### config.mk
export PLATFORM = sky130hd
export DESIGN_NAME = frame_code_test_pattern_unit
export DESIGN_NICKNAME = d
export VERILOG_FILES = /design/src/hw/rtl/fctp_pkg.sv /design/src/hw/rtl/fctp_cfg.sv /design/src/hw/rtl/fctp_front.sv /design/src/hw/rtl/fctp_sweep.sv /design/src/hw/rtl/frame_code_test_pattern_unit.sv
export SDC_FILE = /design/constraint.sdc
export NUM_CORES = 2
export LEC_CHECK = 0
export ABC_AREA = 1
export BUFFER_PORTS_ARGS = -buffer_cell sky130_fd_sc_hd__buf_2
export CAP_MARGIN = 20
export CORE_ASPECT_RATIO = 1.2
export CORE_MARGIN = 1
export CORE_UTILIZATION = 40
export CTS_BUF_LIST = sky130_fd_sc_hd__clkbuf_4
export CTS_CLUSTER_DIAMETER = 60
export CTS_CLUSTER_SIZE = 28
export DETAILED_ROUTE_END_ITERATION = 8
export PLACE_DENSITY = 0.57
export SETUP_SLACK_MARGIN = 0.05
export SKIP_CTS_REPAIR_TIMING = 1
export SYNTH_ARGS = -nofsm -noshare
export SYNTH_HDL_FRONTEND = slang
export SYNTH_SLANG_ARGS = --single-unit
### constraint.sdc
create_clock -name clk -period 6.45 [get_ports clk]
set_input_delay 0.3225 -clock clk [delete_from_list [all_inputs] [get_ports clk]]
set_output_delay 0.3225 -clock clk [all_outputs]
set_load 0.02 [all_outputs]
### src/hw/rtl/fctp_pkg.sv
// Types, constants and register codes of the frame code test pattern unit.
package fctp_pkg;

    localparam int FRAME_W   = 32;
    localparam int COORD_W   = 12;
    localparam int DIM_W     = 13;
    localparam int LEVEL_W   = 8;
    localparam int DIM_MAX   = 4096;

    localparam int BAR_COUNT  = 20;
    localparam int FIXED_BARS = 4;
    localparam int GRAY_BITS  = BAR_COUNT - FIXED_BARS;
    localparam int STEP_W     = $clog2(BAR_COUNT);
    localparam int ACC_W      = $clog2(BAR_COUNT * DIM_MAX + 1);
    localparam int POS_W      = 7;

    // Configuration register indexes.
    localparam int CFG_INDEX_W = 2;
    localparam logic [CFG_INDEX_W-1:0] CFG_FRAME_WIDTH  = 2'd0;
    localparam logic [CFG_INDEX_W-1:0] CFG_FRAME_HEIGHT = 2'd1;

    localparam logic [DIM_W-1:0] WIDTH_RESET  = 13'd960;
    localparam logic [DIM_W-1:0] HEIGHT_RESET = 13'd540;

    // Reciprocals for division by constants: n/5, n/3 and n/119.
    localparam logic [15:0] RECIP_5   = 16'd52429;   // >> 18
    localparam logic [9:0]  RECIP_3   = 10'd683;     // >> 11
    localparam logic [19:0] RECIP_119 = 20'd563941;  // >> 26

    // 8-bit color levels.
    localparam logic [LEVEL_W-1:0] BG_ODD   = 8'd41;
    localparam logic [LEVEL_W-1:0] BG_EVEN  = 8'd31;
    localparam logic [LEVEL_W-1:0] BG_BLUE  = 8'd56;
    localparam logic [LEVEL_W-1:0] SWEEP_RG = 8'd242;
    localparam logic [LEVEL_W-1:0] SWEEP_B  = 8'd38;
    localparam logic [LEVEL_W-1:0] FULL     = 8'd255;
    localparam logic [LEVEL_W-1:0] DARK     = 8'd0;

    typedef enum logic {
        CFG_IDLE,
        CFG_CALC
    } cfg_state_t;

    typedef struct packed {
        logic [FRAME_W-1:0] frame_number;
        logic [COORD_W-1:0] pixel_column;
        logic [COORD_W-1:0] pixel_row;
    } pixel_in_t;

    typedef struct packed {
        logic [LEVEL_W-1:0] red_level;
        logic [LEVEL_W-1:0] green_level;
        logic [LEVEL_W-1:0] blue_level;
    } pixel_out_t;

    // Frame geometry derived from the two size registers.
    typedef struct packed {
        logic [DIM_W-1:0] frame_w;
        logic [DIM_W-1:0] frame_h;
        logic [9:0]       band_h;
        logic [DIM_W-1:0] band_top;
        logic [10:0]      patch_top;
        logic [8:0]       sweep_w;
        logic [DIM_W-1:0] sweep_span;
        logic [8:0]       patch_w;
        logic [DIM_W-1:0] patch_left;
    } geom_t;

    // Per-pixel shape flags carried down the pipeline.
    typedef struct packed {
        logic odd;
        logic band_hit;
        logic bar_white;
        logic mid_row;
        logic patch_row;
        logic patch_black;
        logic patch_white;
    } paint_t;

endpackage

### src/hw/rtl/fctp_cfg.sv
// Size registers, derived geometry and bar boundary table with its settle pass.
module fctp_cfg (
    input  logic                                           clk,
    input  logic                                           rst_n,
    input  logic                                           cfg_valid,
    output logic                                           cfg_ready,
    input  logic [fctp_pkg::CFG_INDEX_W-1:0]               cfg_index,
    input  logic [fctp_pkg::DIM_W-1:0]                     cfg_data,
    output logic                                           settling,
    output fctp_pkg::geom_t                                geom,
    output logic [fctp_pkg::BAR_COUNT-1:0][fctp_pkg::DIM_W-1:0] bar_hi
);

    fctp_pkg::cfg_state_t               state_reg, state_next;
    logic [fctp_pkg::STEP_W-1:0]        step_reg, step_next;
    logic [fctp_pkg::ACC_W-1:0]         acc_reg, acc_next;
    logic [fctp_pkg::DIM_W-1:0]         w_reg, h_reg;
    fctp_pkg::geom_t                    geom_reg, geom_next;
    logic [fctp_pkg::BAR_COUNT-1:0][fctp_pkg::DIM_W-1:0] hi_reg;

    logic                               wr;
    logic [fctp_pkg::ACC_W-1:0]         acc_sum;
    logic [30:0]                        div_prod;
    logic [20:0]                        ph_prod;
    logic [19:0]                        sw_prod;
    logic [9:0]                         bh;
    logic [9:0]                         ph;
    logic [8:0]                         sw_raw;
    logic [8:0]                         sw;
    logic [8:0]                         pw;

    function automatic logic [fctp_pkg::DIM_W-1:0] clamp_dim(
        input logic [fctp_pkg::DIM_W-1:0] v
    );
        if (v == '0)
            return fctp_pkg::DIM_W'(1);
        else if (v > fctp_pkg::DIM_W'(fctp_pkg::DIM_MAX))
            return fctp_pkg::DIM_W'(fctp_pkg::DIM_MAX);
        else
            return v;
    endfunction

    assign cfg_ready = (state_reg == fctp_pkg::CFG_IDLE);
    assign settling  = (state_reg == fctp_pkg::CFG_CALC);
    assign wr        = cfg_valid && cfg_ready;

    // Boundary b: (b+1)*W/20, taken as ((n>>2)*RECIP_5)>>18.
    assign acc_sum  = acc_reg + fctp_pkg::ACC_W'(w_reg);
    assign div_prod = 31'(acc_sum[fctp_pkg::ACC_W-1:2]) * 31'(fctp_pkg::RECIP_5);

    // H/12 = (H>>2)/3 and W/24 = (W>>3)/3.
    assign ph_prod = 21'(h_reg[fctp_pkg::DIM_W-1:2]) * 21'(fctp_pkg::RECIP_3);
    assign sw_prod = 20'(w_reg[fctp_pkg::DIM_W-1:3]) * 20'(fctp_pkg::RECIP_3);
    assign bh      = h_reg[fctp_pkg::DIM_W-1:3];
    assign ph      = ph_prod[20:11];
    assign sw_raw  = sw_prod[19:11];
    assign sw      = (sw_raw == '0) ? 9'd1 : sw_raw;
    assign pw      = w_reg[fctp_pkg::DIM_W-1:4];

    always_comb
    begin
        geom_next.frame_w    = w_reg;
        geom_next.frame_h    = h_reg;
        geom_next.band_h     = bh;
        geom_next.band_top   = h_reg - fctp_pkg::DIM_W'(bh);
        geom_next.patch_top  = 11'(bh) + 11'(ph);
        geom_next.sweep_w    = sw;
        geom_next.sweep_span = w_reg - fctp_pkg::DIM_W'(sw);
        geom_next.patch_w    = pw;
        geom_next.patch_left = w_reg - fctp_pkg::DIM_W'(pw);
    end

    always_comb
    begin
        state_next = state_reg;
        step_next  = step_reg;
        acc_next   = acc_reg;
        unique case (state_reg)
            fctp_pkg::CFG_IDLE:
            begin
                if (wr)
                begin
                    state_next = fctp_pkg::CFG_CALC;
                    step_next  = '0;
                    acc_next   = '0;
                end
            end
            fctp_pkg::CFG_CALC:
            begin
                acc_next  = acc_sum;
                step_next = step_reg + 1'b1;
                if (step_reg == fctp_pkg::STEP_W'(fctp_pkg::BAR_COUNT - 1))
                    state_next = fctp_pkg::CFG_IDLE;
            end
            default:
            begin
                state_next = fctp_pkg::CFG_IDLE;
            end
        endcase
    end

    always_ff @(posedge clk or negedge rst_n)
    begin
        if (!rst_n)
        begin
            state_reg <= fctp_pkg::CFG_CALC;
            step_reg  <= '0;
            acc_reg   <= '0;
            w_reg     <= fctp_pkg::WIDTH_RESET;
            h_reg     <= fctp_pkg::HEIGHT_RESET;
        end
        else
        begin
            state_reg <= state_next;
            step_reg  <= step_next;
            acc_reg   <= acc_next;
            if (wr && cfg_index == fctp_pkg::CFG_FRAME_WIDTH)
                w_reg <= clamp_dim(cfg_data);
            if (wr && cfg_index == fctp_pkg::CFG_FRAME_HEIGHT)
                h_reg <= clamp_dim(cfg_data);
        end
    end

    // Fill one boundary per cycle of the settle pass.
    always_ff @(posedge clk)
    begin
        if (settling)
        begin
            hi_reg[step_reg] <= div_prod[30:18];
            geom_reg         <= geom_next;
        end
    end

    assign geom   = geom_reg;
    assign bar_hi = hi_reg;

endmodule

### src/hw/rtl/fctp_front.sv
// Stages 1 and 2: row and column tests, bar decode, frame phase mod 120.
module fctp_front (
    input  logic                                           clk,
    input  logic                                           rst_n,
    input  logic                                           in_valid,
    input  fctp_pkg::pixel_in_t                            item,
    input  fctp_pkg::geom_t                                geom,
    input  logic [fctp_pkg::BAR_COUNT-1:0][fctp_pkg::DIM_W-1:0] bar_hi,
    output logic                                           out_valid,
    output logic [fctp_pkg::POS_W-1:0]                     sweep_pos,
    output logic [fctp_pkg::COORD_W-1:0]                   col,
    output fctp_pkg::paint_t                               paint
);

    logic [fctp_pkg::DIM_W-1:0]     x13, y13;
    logic [31:0]                    f_hi;
    logic [6:0]                     nib_sum;
    logic [fctp_pkg::GRAY_BITS:0]   f_low;
    logic [fctp_pkg::BAR_COUNT-1:0] thermo;

    logic                           s1_valid_reg;
    logic [6:0]                     s1_nib_reg;
    logic [2:0]                     s1_low_reg;
    logic [fctp_pkg::GRAY_BITS-1:0] s1_gray_reg;
    logic [fctp_pkg::COORD_W-1:0]   s1_x_reg;
    logic                           s1_band_reg, s1_mid_reg, s1_prow_reg;
    logic                           s1_pblack_reg, s1_pwhite_reg;
    logic [fctp_pkg::BAR_COUNT-1:0] s1_thermo_reg;

    logic [4:0]                     fold;
    logic [3:0]                     m15;
    logic [fctp_pkg::BAR_COUNT-1:0] bar_sel;
    logic [fctp_pkg::BAR_COUNT-1:0] bar_bits;
    fctp_pkg::paint_t               paint_next;

    logic                           s2_valid_reg;
    logic [fctp_pkg::POS_W-1:0]     s2_pos_reg;
    logic [fctp_pkg::COORD_W-1:0]   s2_x_reg;
    fctp_pkg::paint_t               s2_paint_reg;

    assign x13   = fctp_pkg::DIM_W'(item.pixel_column);
    assign y13   = fctp_pkg::DIM_W'(item.pixel_row);
    assign f_hi  = 32'(item.frame_number[fctp_pkg::FRAME_W-1:3]);
    assign f_low = item.frame_number[fctp_pkg::GRAY_BITS:0];

    // f mod 120 = 8*((f>>3) mod 15) + f[2:0]; mod 15 by nibble sums.
    always_comb
    begin
        nib_sum = '0;
        for (int i = 0; i < 8; i++)
            nib_sum = nib_sum + 7'(f_hi[4*i +: 4]);
    end

    always_comb
    begin
        for (int b = 0; b < fctp_pkg::BAR_COUNT; b++)
            thermo[b] = (x13 >= bar_hi[b]);
    end

    always_ff @(posedge clk or negedge rst_n)
    begin
        if (!rst_n)
            s1_valid_reg <= 1'b0;
        else
            s1_valid_reg <= in_valid;
    end

    always_ff @(posedge clk)
    begin
        s1_nib_reg    <= nib_sum;
        s1_low_reg    <= item.frame_number[2:0];
        s1_gray_reg   <= f_low[fctp_pkg::GRAY_BITS-1:0] ^ f_low[fctp_pkg::GRAY_BITS:1];
        s1_x_reg      <= item.pixel_column;
        s1_band_reg   <= (y13 < fctp_pkg::DIM_W'(geom.band_h))
                         || (y13 >= geom.band_top && y13 < geom.frame_h);
        s1_mid_reg    <= (y13 >= fctp_pkg::DIM_W'(geom.band_h)) && (y13 < geom.band_top);
        s1_prow_reg   <= (y13 >= fctp_pkg::DIM_W'(geom.band_h))
                         && (y13 < fctp_pkg::DIM_W'(geom.patch_top));
        s1_pblack_reg <= (x13 < fctp_pkg::DIM_W'(geom.patch_w));
        s1_pwhite_reg <= (x13 >= geom.patch_left) && (x13 < geom.frame_w);
        s1_thermo_reg <= thermo;
    end

    // Finish mod 15, pick the bar the column falls in.
    assign fold = 5'(s1_nib_reg[6:4]) + 5'(s1_nib_reg[3:0]);
    assign m15  = (fold >= 5'd15) ? 4'(fold - 5'd15) : fold[3:0];

    always_comb
    begin
        for (int b = 0; b < fctp_pkg::BAR_COUNT; b++)
        begin
            if (b == 0)
                bar_sel[b] = !s1_thermo_reg[b];
            else
                bar_sel[b] = s1_thermo_reg[b-1] && !s1_thermo_reg[b];
            if (b < fctp_pkg::FIXED_BARS)
                bar_bits[b] = ((b % 2) == 0);
            else
                bar_bits[b] = s1_gray_reg[b - fctp_pkg::FIXED_BARS];
        end
    end

    always_comb
    begin
        paint_next.odd         = s1_low_reg[0];
        paint_next.band_hit    = s1_band_reg && !s1_thermo_reg[fctp_pkg::BAR_COUNT-1];
        paint_next.bar_white   = |(bar_sel & bar_bits);
        paint_next.mid_row     = s1_mid_reg;
        paint_next.patch_row   = s1_prow_reg;
        paint_next.patch_black = s1_pblack_reg;
        paint_next.patch_white = s1_pwhite_reg;
    end

    always_ff @(posedge clk or negedge rst_n)
    begin
        if (!rst_n)
            s2_valid_reg <= 1'b0;
        else
            s2_valid_reg <= s1_valid_reg;
    end

    always_ff @(posedge clk)
    begin
        s2_pos_reg   <= {m15, s1_low_reg};
        s2_x_reg     <= s1_x_reg;
        s2_paint_reg <= paint_next;
    end

    assign out_valid = s2_valid_reg;
    assign sweep_pos = s2_pos_reg;
    assign col       = s2_x_reg;
    assign paint     = s2_paint_reg;

endmodule

### src/hw/rtl/fctp_sweep.sv
// Stages 3 and 4: sweep bar start column, phase * (W - sw) / 119.
module fctp_sweep (
    input  logic                               clk,
    input  logic                               rst_n,
    input  logic                               in_valid,
    input  logic [fctp_pkg::POS_W-1:0]         sweep_pos,
    input  logic [fctp_pkg::COORD_W-1:0]       in_col,
    input  fctp_pkg::paint_t                   in_paint,
    input  fctp_pkg::geom_t                    geom,
    output logic                               out_valid,
    output logic [fctp_pkg::COORD_W-1:0]       out_col,
    output fctp_pkg::paint_t                   out_paint,
    output logic [fctp_pkg::DIM_W-1:0]         sweep_x
);

    logic                           s3_valid_reg;
    logic [19:0]                    s3_prod_reg;
    logic [fctp_pkg::COORD_W-1:0]   s3_col_reg;
    fctp_pkg::paint_t               s3_paint_reg;

    logic [39:0]                    q_prod;

    logic                           s4_valid_reg;
    logic [fctp_pkg::DIM_W-1:0]     s4_sx_reg;
    logic [fctp_pkg::COORD_W-1:0]   s4_col_reg;
    fctp_pkg::paint_t               s4_paint_reg;

    always_ff @(posedge clk or negedge rst_n)
    begin
        if (!rst_n)
        begin
            s3_valid_reg <= 1'b0;
            s4_valid_reg <= 1'b0;
        end
        else
        begin
            s3_valid_reg <= in_valid;
            s4_valid_reg <= s3_valid_reg;
        end
    end

    // Divide by 119 through the reciprocal, exact for the 19-bit product range.
    assign q_prod = 40'(s3_prod_reg) * 40'(fctp_pkg::RECIP_119);

    always_ff @(posedge clk)
    begin
        s3_prod_reg  <= 20'(sweep_pos) * 20'(geom.sweep_span);
        s3_col_reg   <= in_col;
        s3_paint_reg <= in_paint;
        s4_sx_reg    <= q_prod[38:26];
        s4_col_reg   <= s3_col_reg;
        s4_paint_reg <= s3_paint_reg;
    end

    assign out_valid = s4_valid_reg;
    assign out_col   = s4_col_reg;
    assign out_paint = s4_paint_reg;
    assign sweep_x   = s4_sx_reg;

endmodule

### src/hw/rtl/frame_code_test_pattern_unit.sv
// Top level of the frame code test pattern unit: per-pixel timing test pattern.
//
// Usage:
//   Pixel channel: drive item (frame number, column, row counted from the
//   bottom edge) with start high; the beat is taken at an edge where busy is
//   low. One pixel may be taken every cycle.
//   Result channel: done is high for exactly one cycle with the RGB beat on
//   result, once the pixel has passed the front, sweep and output registers.
//   The receiver cannot stall: results are never held and never dropped.
//   Config channel: cfg_valid/cfg_ready with cfg_index (0 frame width,
//   1 frame height) and cfg_data. Sizes of 0 act as 1, above 4096 as 4096;
//   unknown indexes change no size. Write only while no pixel is in flight.
//   After each write the bar boundary table is rebuilt, one bar per cycle
//   from a shared adder and reciprocal multiplier: busy and !cfg_ready hold
//   until the last bar is done. The same pass runs right after reset, with the
//   sizes at 960 x 540.
//   Throughput: one pixel per cycle while busy is low; the path runs through the
//   front compare stages, the two sweep multiplier stages and the paint stage.
module frame_code_test_pattern_unit (
    input  logic                                 clk,
    input  logic                                 rst_n,
    input  logic                                 start,
    output logic                                 busy,
    input  fctp_pkg::pixel_in_t                  item,
    output logic                                 done,
    output fctp_pkg::pixel_out_t                 result,
    input  logic                                 cfg_valid,
    output logic                                 cfg_ready,
    input  logic [fctp_pkg::CFG_INDEX_W-1:0]     cfg_index,
    input  logic [fctp_pkg::DIM_W-1:0]           cfg_data
);

    logic                                                settling;
    fctp_pkg::geom_t                                     geom;
    logic [fctp_pkg::BAR_COUNT-1:0][fctp_pkg::DIM_W-1:0] bar_hi;

    logic                               accept;
    logic                               f_valid;
    logic [fctp_pkg::POS_W-1:0]         f_pos;
    logic [fctp_pkg::COORD_W-1:0]       f_col;
    fctp_pkg::paint_t                   f_paint;

    logic                               s_valid;
    logic [fctp_pkg::COORD_W-1:0]       s_col;
    fctp_pkg::paint_t                   s_paint;
    logic [fctp_pkg::DIM_W-1:0]         s_sx;

    logic [fctp_pkg::DIM_W-1:0]         x13;
    logic                               sweep_hit;
    fctp_pkg::pixel_out_t               color;

    logic                               done_reg;
    fctp_pkg::pixel_out_t               result_reg;

    // Pixels are refused only while the geometry is being rebuilt.
    assign busy   = settling;
    assign accept = start && !busy;

    fctp_cfg u_cfg (
        .clk       (clk),
        .rst_n     (rst_n),
        .cfg_valid (cfg_valid),
        .cfg_ready (cfg_ready),
        .cfg_index (cfg_index),
        .cfg_data  (cfg_data),
        .settling  (settling),
        .geom      (geom),
        .bar_hi    (bar_hi)
    );

    fctp_front u_front (
        .clk       (clk),
        .rst_n     (rst_n),
        .in_valid  (accept),
        .item      (item),
        .geom      (geom),
        .bar_hi    (bar_hi),
        .out_valid (f_valid),
        .sweep_pos (f_pos),
        .col       (f_col),
        .paint     (f_paint)
    );

    fctp_sweep u_sweep (
        .clk       (clk),
        .rst_n     (rst_n),
        .in_valid  (f_valid),
        .sweep_pos (f_pos),
        .in_col    (f_col),
        .in_paint  (f_paint),
        .geom      (geom),
        .out_valid (s_valid),
        .out_col   (s_col),
        .out_paint (s_paint),
        .sweep_x   (s_sx)
    );

    // Paint in order: background, code bands, sweep bar, black then white patch.
    assign x13       = fctp_pkg::DIM_W'(s_col);
    assign sweep_hit = s_paint.mid_row && (x13 >= s_sx)
                       && ((x13 - s_sx) < fctp_pkg::DIM_W'(geom.sweep_w));

    always_comb
    begin
        if (s_paint.odd)
        begin
            color.red_level   = fctp_pkg::BG_ODD;
            color.green_level = fctp_pkg::BG_ODD;
        end
        else
        begin
            color.red_level   = fctp_pkg::BG_EVEN;
            color.green_level = fctp_pkg::BG_EVEN;
        end
        color.blue_level = fctp_pkg::BG_BLUE;

        if (s_paint.band_hit)
        begin
            color.red_level   = s_paint.bar_white ? fctp_pkg::FULL : fctp_pkg::DARK;
            color.green_level = s_paint.bar_white ? fctp_pkg::FULL : fctp_pkg::DARK;
            color.blue_level  = s_paint.bar_white ? fctp_pkg::FULL : fctp_pkg::DARK;
        end

        if (sweep_hit)
        begin
            color.red_level   = fctp_pkg::SWEEP_RG;
            color.green_level = fctp_pkg::SWEEP_RG;
            color.blue_level  = fctp_pkg::SWEEP_B;
        end

        if (s_paint.patch_row && s_paint.patch_black)
        begin
            color.red_level   = fctp_pkg::DARK;
            color.green_level = fctp_pkg::DARK;
            color.blue_level  = fctp_pkg::DARK;
        end

        if (s_paint.patch_row && s_paint.patch_white)
        begin
            color.red_level   = fctp_pkg::FULL;
            color.green_level = fctp_pkg::FULL;
            color.blue_level  = fctp_pkg::FULL;
        end
    end

    // Output register: the strobe lasts one cycle per beat.
    always_ff @(posedge clk or negedge rst_n)
    begin
        if (!rst_n)
            done_reg <= 1'b0;
        else
            done_reg <= s_valid;
    end

    always_ff @(posedge clk)
    begin
        result_reg <= color;
    end

    assign done   = done_reg;
    assign result = result_reg;

endmodule

==> reports/qor.txt <==
OUTCOME
-------------------------------------------------------------------------------------
Run status                                                               complete, but fails checks
Failing checks                                                           setup timing

CRITICAL PATH
-------------------------------------------------------------------------------------
Worst Reg-to-Reg Cells                                                             31
Largest stage delay on the critical path                                      0.57 ns
Kind of end point of the critical path                                           flop
Register-to-register setup slack                                             -0.13 ns
Capturing point of the worst reg2reg path                                u_cfg.bar_hi[172]
FF-to-FF Start                                                           u_cfg.acc_reg[0]
Crit path max-delay family                                                adder cells
Worst Path Class, Setup                                                  flop to flop
Startpoint of the most critical setup path                               u_cfg.acc_reg[0]
Category of the worst setup path launch point                                    flop
Required time at the endpoint of the critical path                            7.18 ns
Data arrival time at the worst-slack endpoint                                 7.31 ns
CP Buf/Inv Count                                                                   10
Maximum fanout encountered on the critical timing path                              5
Slowest cell on the critical path                                                fa_2
Worst path most repeated cell                                                   inv_2

FLOORPLAN
-------------------------------------------------------------------------------------
IO Pins                                                                           102
Initial cell density of the core                                               40.28%
Height of the die                                                            376.7 um
Standard-cell row count                                                           137
Die X                                                                        314.3 um
Area of the core region                                                  116200 sq um
Die ar.                                                                  118400 sq um

SYNTH
-------------------------------------------------------------------------------------
Area fraction in compound gates after synthesis                                7.787%
Number of different library cells in the post-synthesis netlist                    59
Average footprint of a synthesized cell                                   9.448 sq um
Main synth FF type                                                           edfxtp_1
Fraction of synthesized cell area in xor and xnor cells                        2.502%
Syn Std Cell Area                                                         46810 sq um
Share of cell area taken by muxes after synthesis                            0.02406%
Number of enable flip-flop cells after synthesis                                  345
Nets in the synthesized netlist                                                  6223
Flip-flop and latch count after synthesis                                         565
Combinational family with the most area after synthesis                   adder cells
Synth Area in Adders                                                           36.87%
Post-synthesis sequential area ratio                                           32.14%
Count of warnings emitted by yosys                                                  0
Count of mapped cells out of synthesis                                           4954
Proportion of synthesized flip-flops having asynchronous set or reset          9.558%
Post-synthesis share of cell area spent on and, or, nand and nor gates         11.41%

PLACED DESIGN
-------------------------------------------------------------------------------------
Post-DP HPWL                                                                 88.80 mm
Setup WS pre-CTS                                                           -0.3409 ns
RePlAce Congestion                                                             0.8879
Number of buffer cells added on primary ports                                     101

TIMING
-------------------------------------------------------------------------------------
Setup repair after global routing missed its margin                              true
Transition at the pin with the smallest max-transition slack                 1.060 ns
Final-report setup violation count                                                 39
Final period demand of the worst path                                        6.582 ns
Max Clock Skew                                                              0.1581 ns
Post-route fraction of the period consumed by the critical path                102.0%
Min setup slack post-route                                                 -0.1317 ns
Worst hold margin                                                           0.1268 ns
Slew Limit Fails                                                                    0
Max Clock Freq                                                              151.9 MHz
Final Hold Violating Endpoints                                                      0
Relative slew margins                                                          28.42%

ROUTE
-------------------------------------------------------------------------------------
First-pass iteration count of the detailed router                                   7
Drc violations                                                                      0
Detail-routed net length per standard cell                                   16.64 um
Ratio of routed vias to standard cells                                          4.913
Initial drt markers                                                              1446
Total Routed Length                                                          114.8 mm
DRT antenna net count                                                               0
Total vias in the final route                                                   33900

CELLS AND AREA
-------------------------------------------------------------------------------------
FILL cells                                                                      11120
Commonest cells after routing, fill and taps aside                       inv_1, ha_1, nand2_1
Multi-input gate area                                                     28010 sq um
Layout-stage area growth over the synthesis result                             13.20%
Post-layout nets                                                                 6606
Most common cell after layout, fill and taps aside                              inv_1
Flip-flop count of the largest register, all copies and words added               260
Share of final-layout standard cells stronger than drive strength 1            9.707%
Storage element area                                                      15050 sq um
Post-layout util                                                               45.59%

CLOCKING
-------------------------------------------------------------------------------------
CTS H-tree depth                                                                    2
Worst-path clk slew                                                           0.22 ns
Num CTS Buffers                                                                    38
Cell chosen for the clock root                                               clkbuf_4
Clock tree from TritonCTS                                                       built
Clock insertion delay at the later pin of the skew report                     0.99 ns
Max Root-Sink Buffers                                                               3
CTS sink count                                                                    565

GLOBAL ROUTE
-------------------------------------------------------------------------------------
Via count of the first global-routing pass                                      34410
First-pass GRT wire length                                                   180.4 mm
GR Overflow Total                                                                   0
Tot GR Track Use                                                               19.30%
Pin count of the biggest net entering global routing                               57
Initial antenna violation count                                                     5

HOLD PATH
-------------------------------------------------------------------------------------
Worst Hold End                                                           u_front.s1_nib_reg[6]
Worst hold stages                                                                   6
Startpoint of the tightest hold check path                                   item[50]
Class of the worst hold path                                             primary input to flop

JOB
-------------------------------------------------------------------------------------
Number of max-cap violations                                                        0

-- cell families after synthesis --
kind of cell             after synthesis
flip-flops                           565
XOR/XNOR                             132
AND/OR/NAND/NOR                     1282
adder cells (fa/ha/maj)             1194
multiplexers                           1
buffers and inverters               1137
AO/OA/AOI/OAI                        643
-- how the worst max path moves through the flow --
stage / end / cells past startpoint / slack (ns)
2_1_floorplan: u_cfg.bar_hi[107] / 27 / 0.05
3_3_place_gp: u_cfg.bar_hi[153] / 36 / -0.25
3_5_place_dp: u_cfg.bar_hi[153] / 30 / -0.34
4_1_cts: u_cfg.bar_hi[218] / 30 / -0.31
5_1_grt: u_cfg.bar_hi[172] / 35 / -0.41
6_report: u_cfg.bar_hi[172] / 31 / -0.13
-- final cells by class --
cell class,count,area share (%)
timing repair buffer,376,5.830
clock buffer,40,0.5667
tap,1529,3.610
antenna,5,0.02361
clock inverter,30,0.8855
sequential,565,28.40
multi-input combinational,3252,52.86
inverter,1104,7.825
-- tightest hold or removal path: stages --
cell and delay, ns:
buf_2 0.09, fa_1 0.21, fa_1 0.18, ha_1 0.13, a21oi_1 0.04, o21ai_0 0.06
-- Yosys cell counts, drive strengths merged, types with 25 or more instances --
cell type | n | area (sq um)
inv | 1103 | 4140
ha | 885 | 11070
nand2 | 767 | 2902
edfxtp | 345 | 10360
a21oi | 314 | 1579
fa | 309 | 6186
nor2 | 234 | 880.9
o21ai | 170 | 862.1
dfxtp | 166 | 3323
nand3 | 154 | 770.7
xor2 | 99 | 882.1
nand4 | 48 | 315.3
dfrtp | 45 | 1126
nor3 | 35 | 185.2
xnor2 | 33 | 289.0
a31oi | 26 | 162.7
a21o | 25 | 187.7
-- per-layer routing --
layer / GRT usage [%] / wire length (um)
met5: 0 / 27
met4: 6.341 / 3903
met3: 1.435 / 2487
met2: 36.94 / 61430
met1: 22.41 / 46960
-- stage by stage --
| step | setup TNS [ns] | std cells | instance area (sq um) |
|---|---|---|---|
| floorplan | 0 | 4954 | 46900 |
| global placement | -33.27 | 6717 | 50550 |
| detailed placement | -49.07 | 6719 | 50570 |
| CTS | -36.46 | 6789 | 51340 |
| global route | -67.40 | 6901 | 52990 |
| finish | -2.038 | 6901 | 52990 |
Power is not shown: default switching activity piles up to over one toggle a cycle in this logic, so the estimate is an artifact.
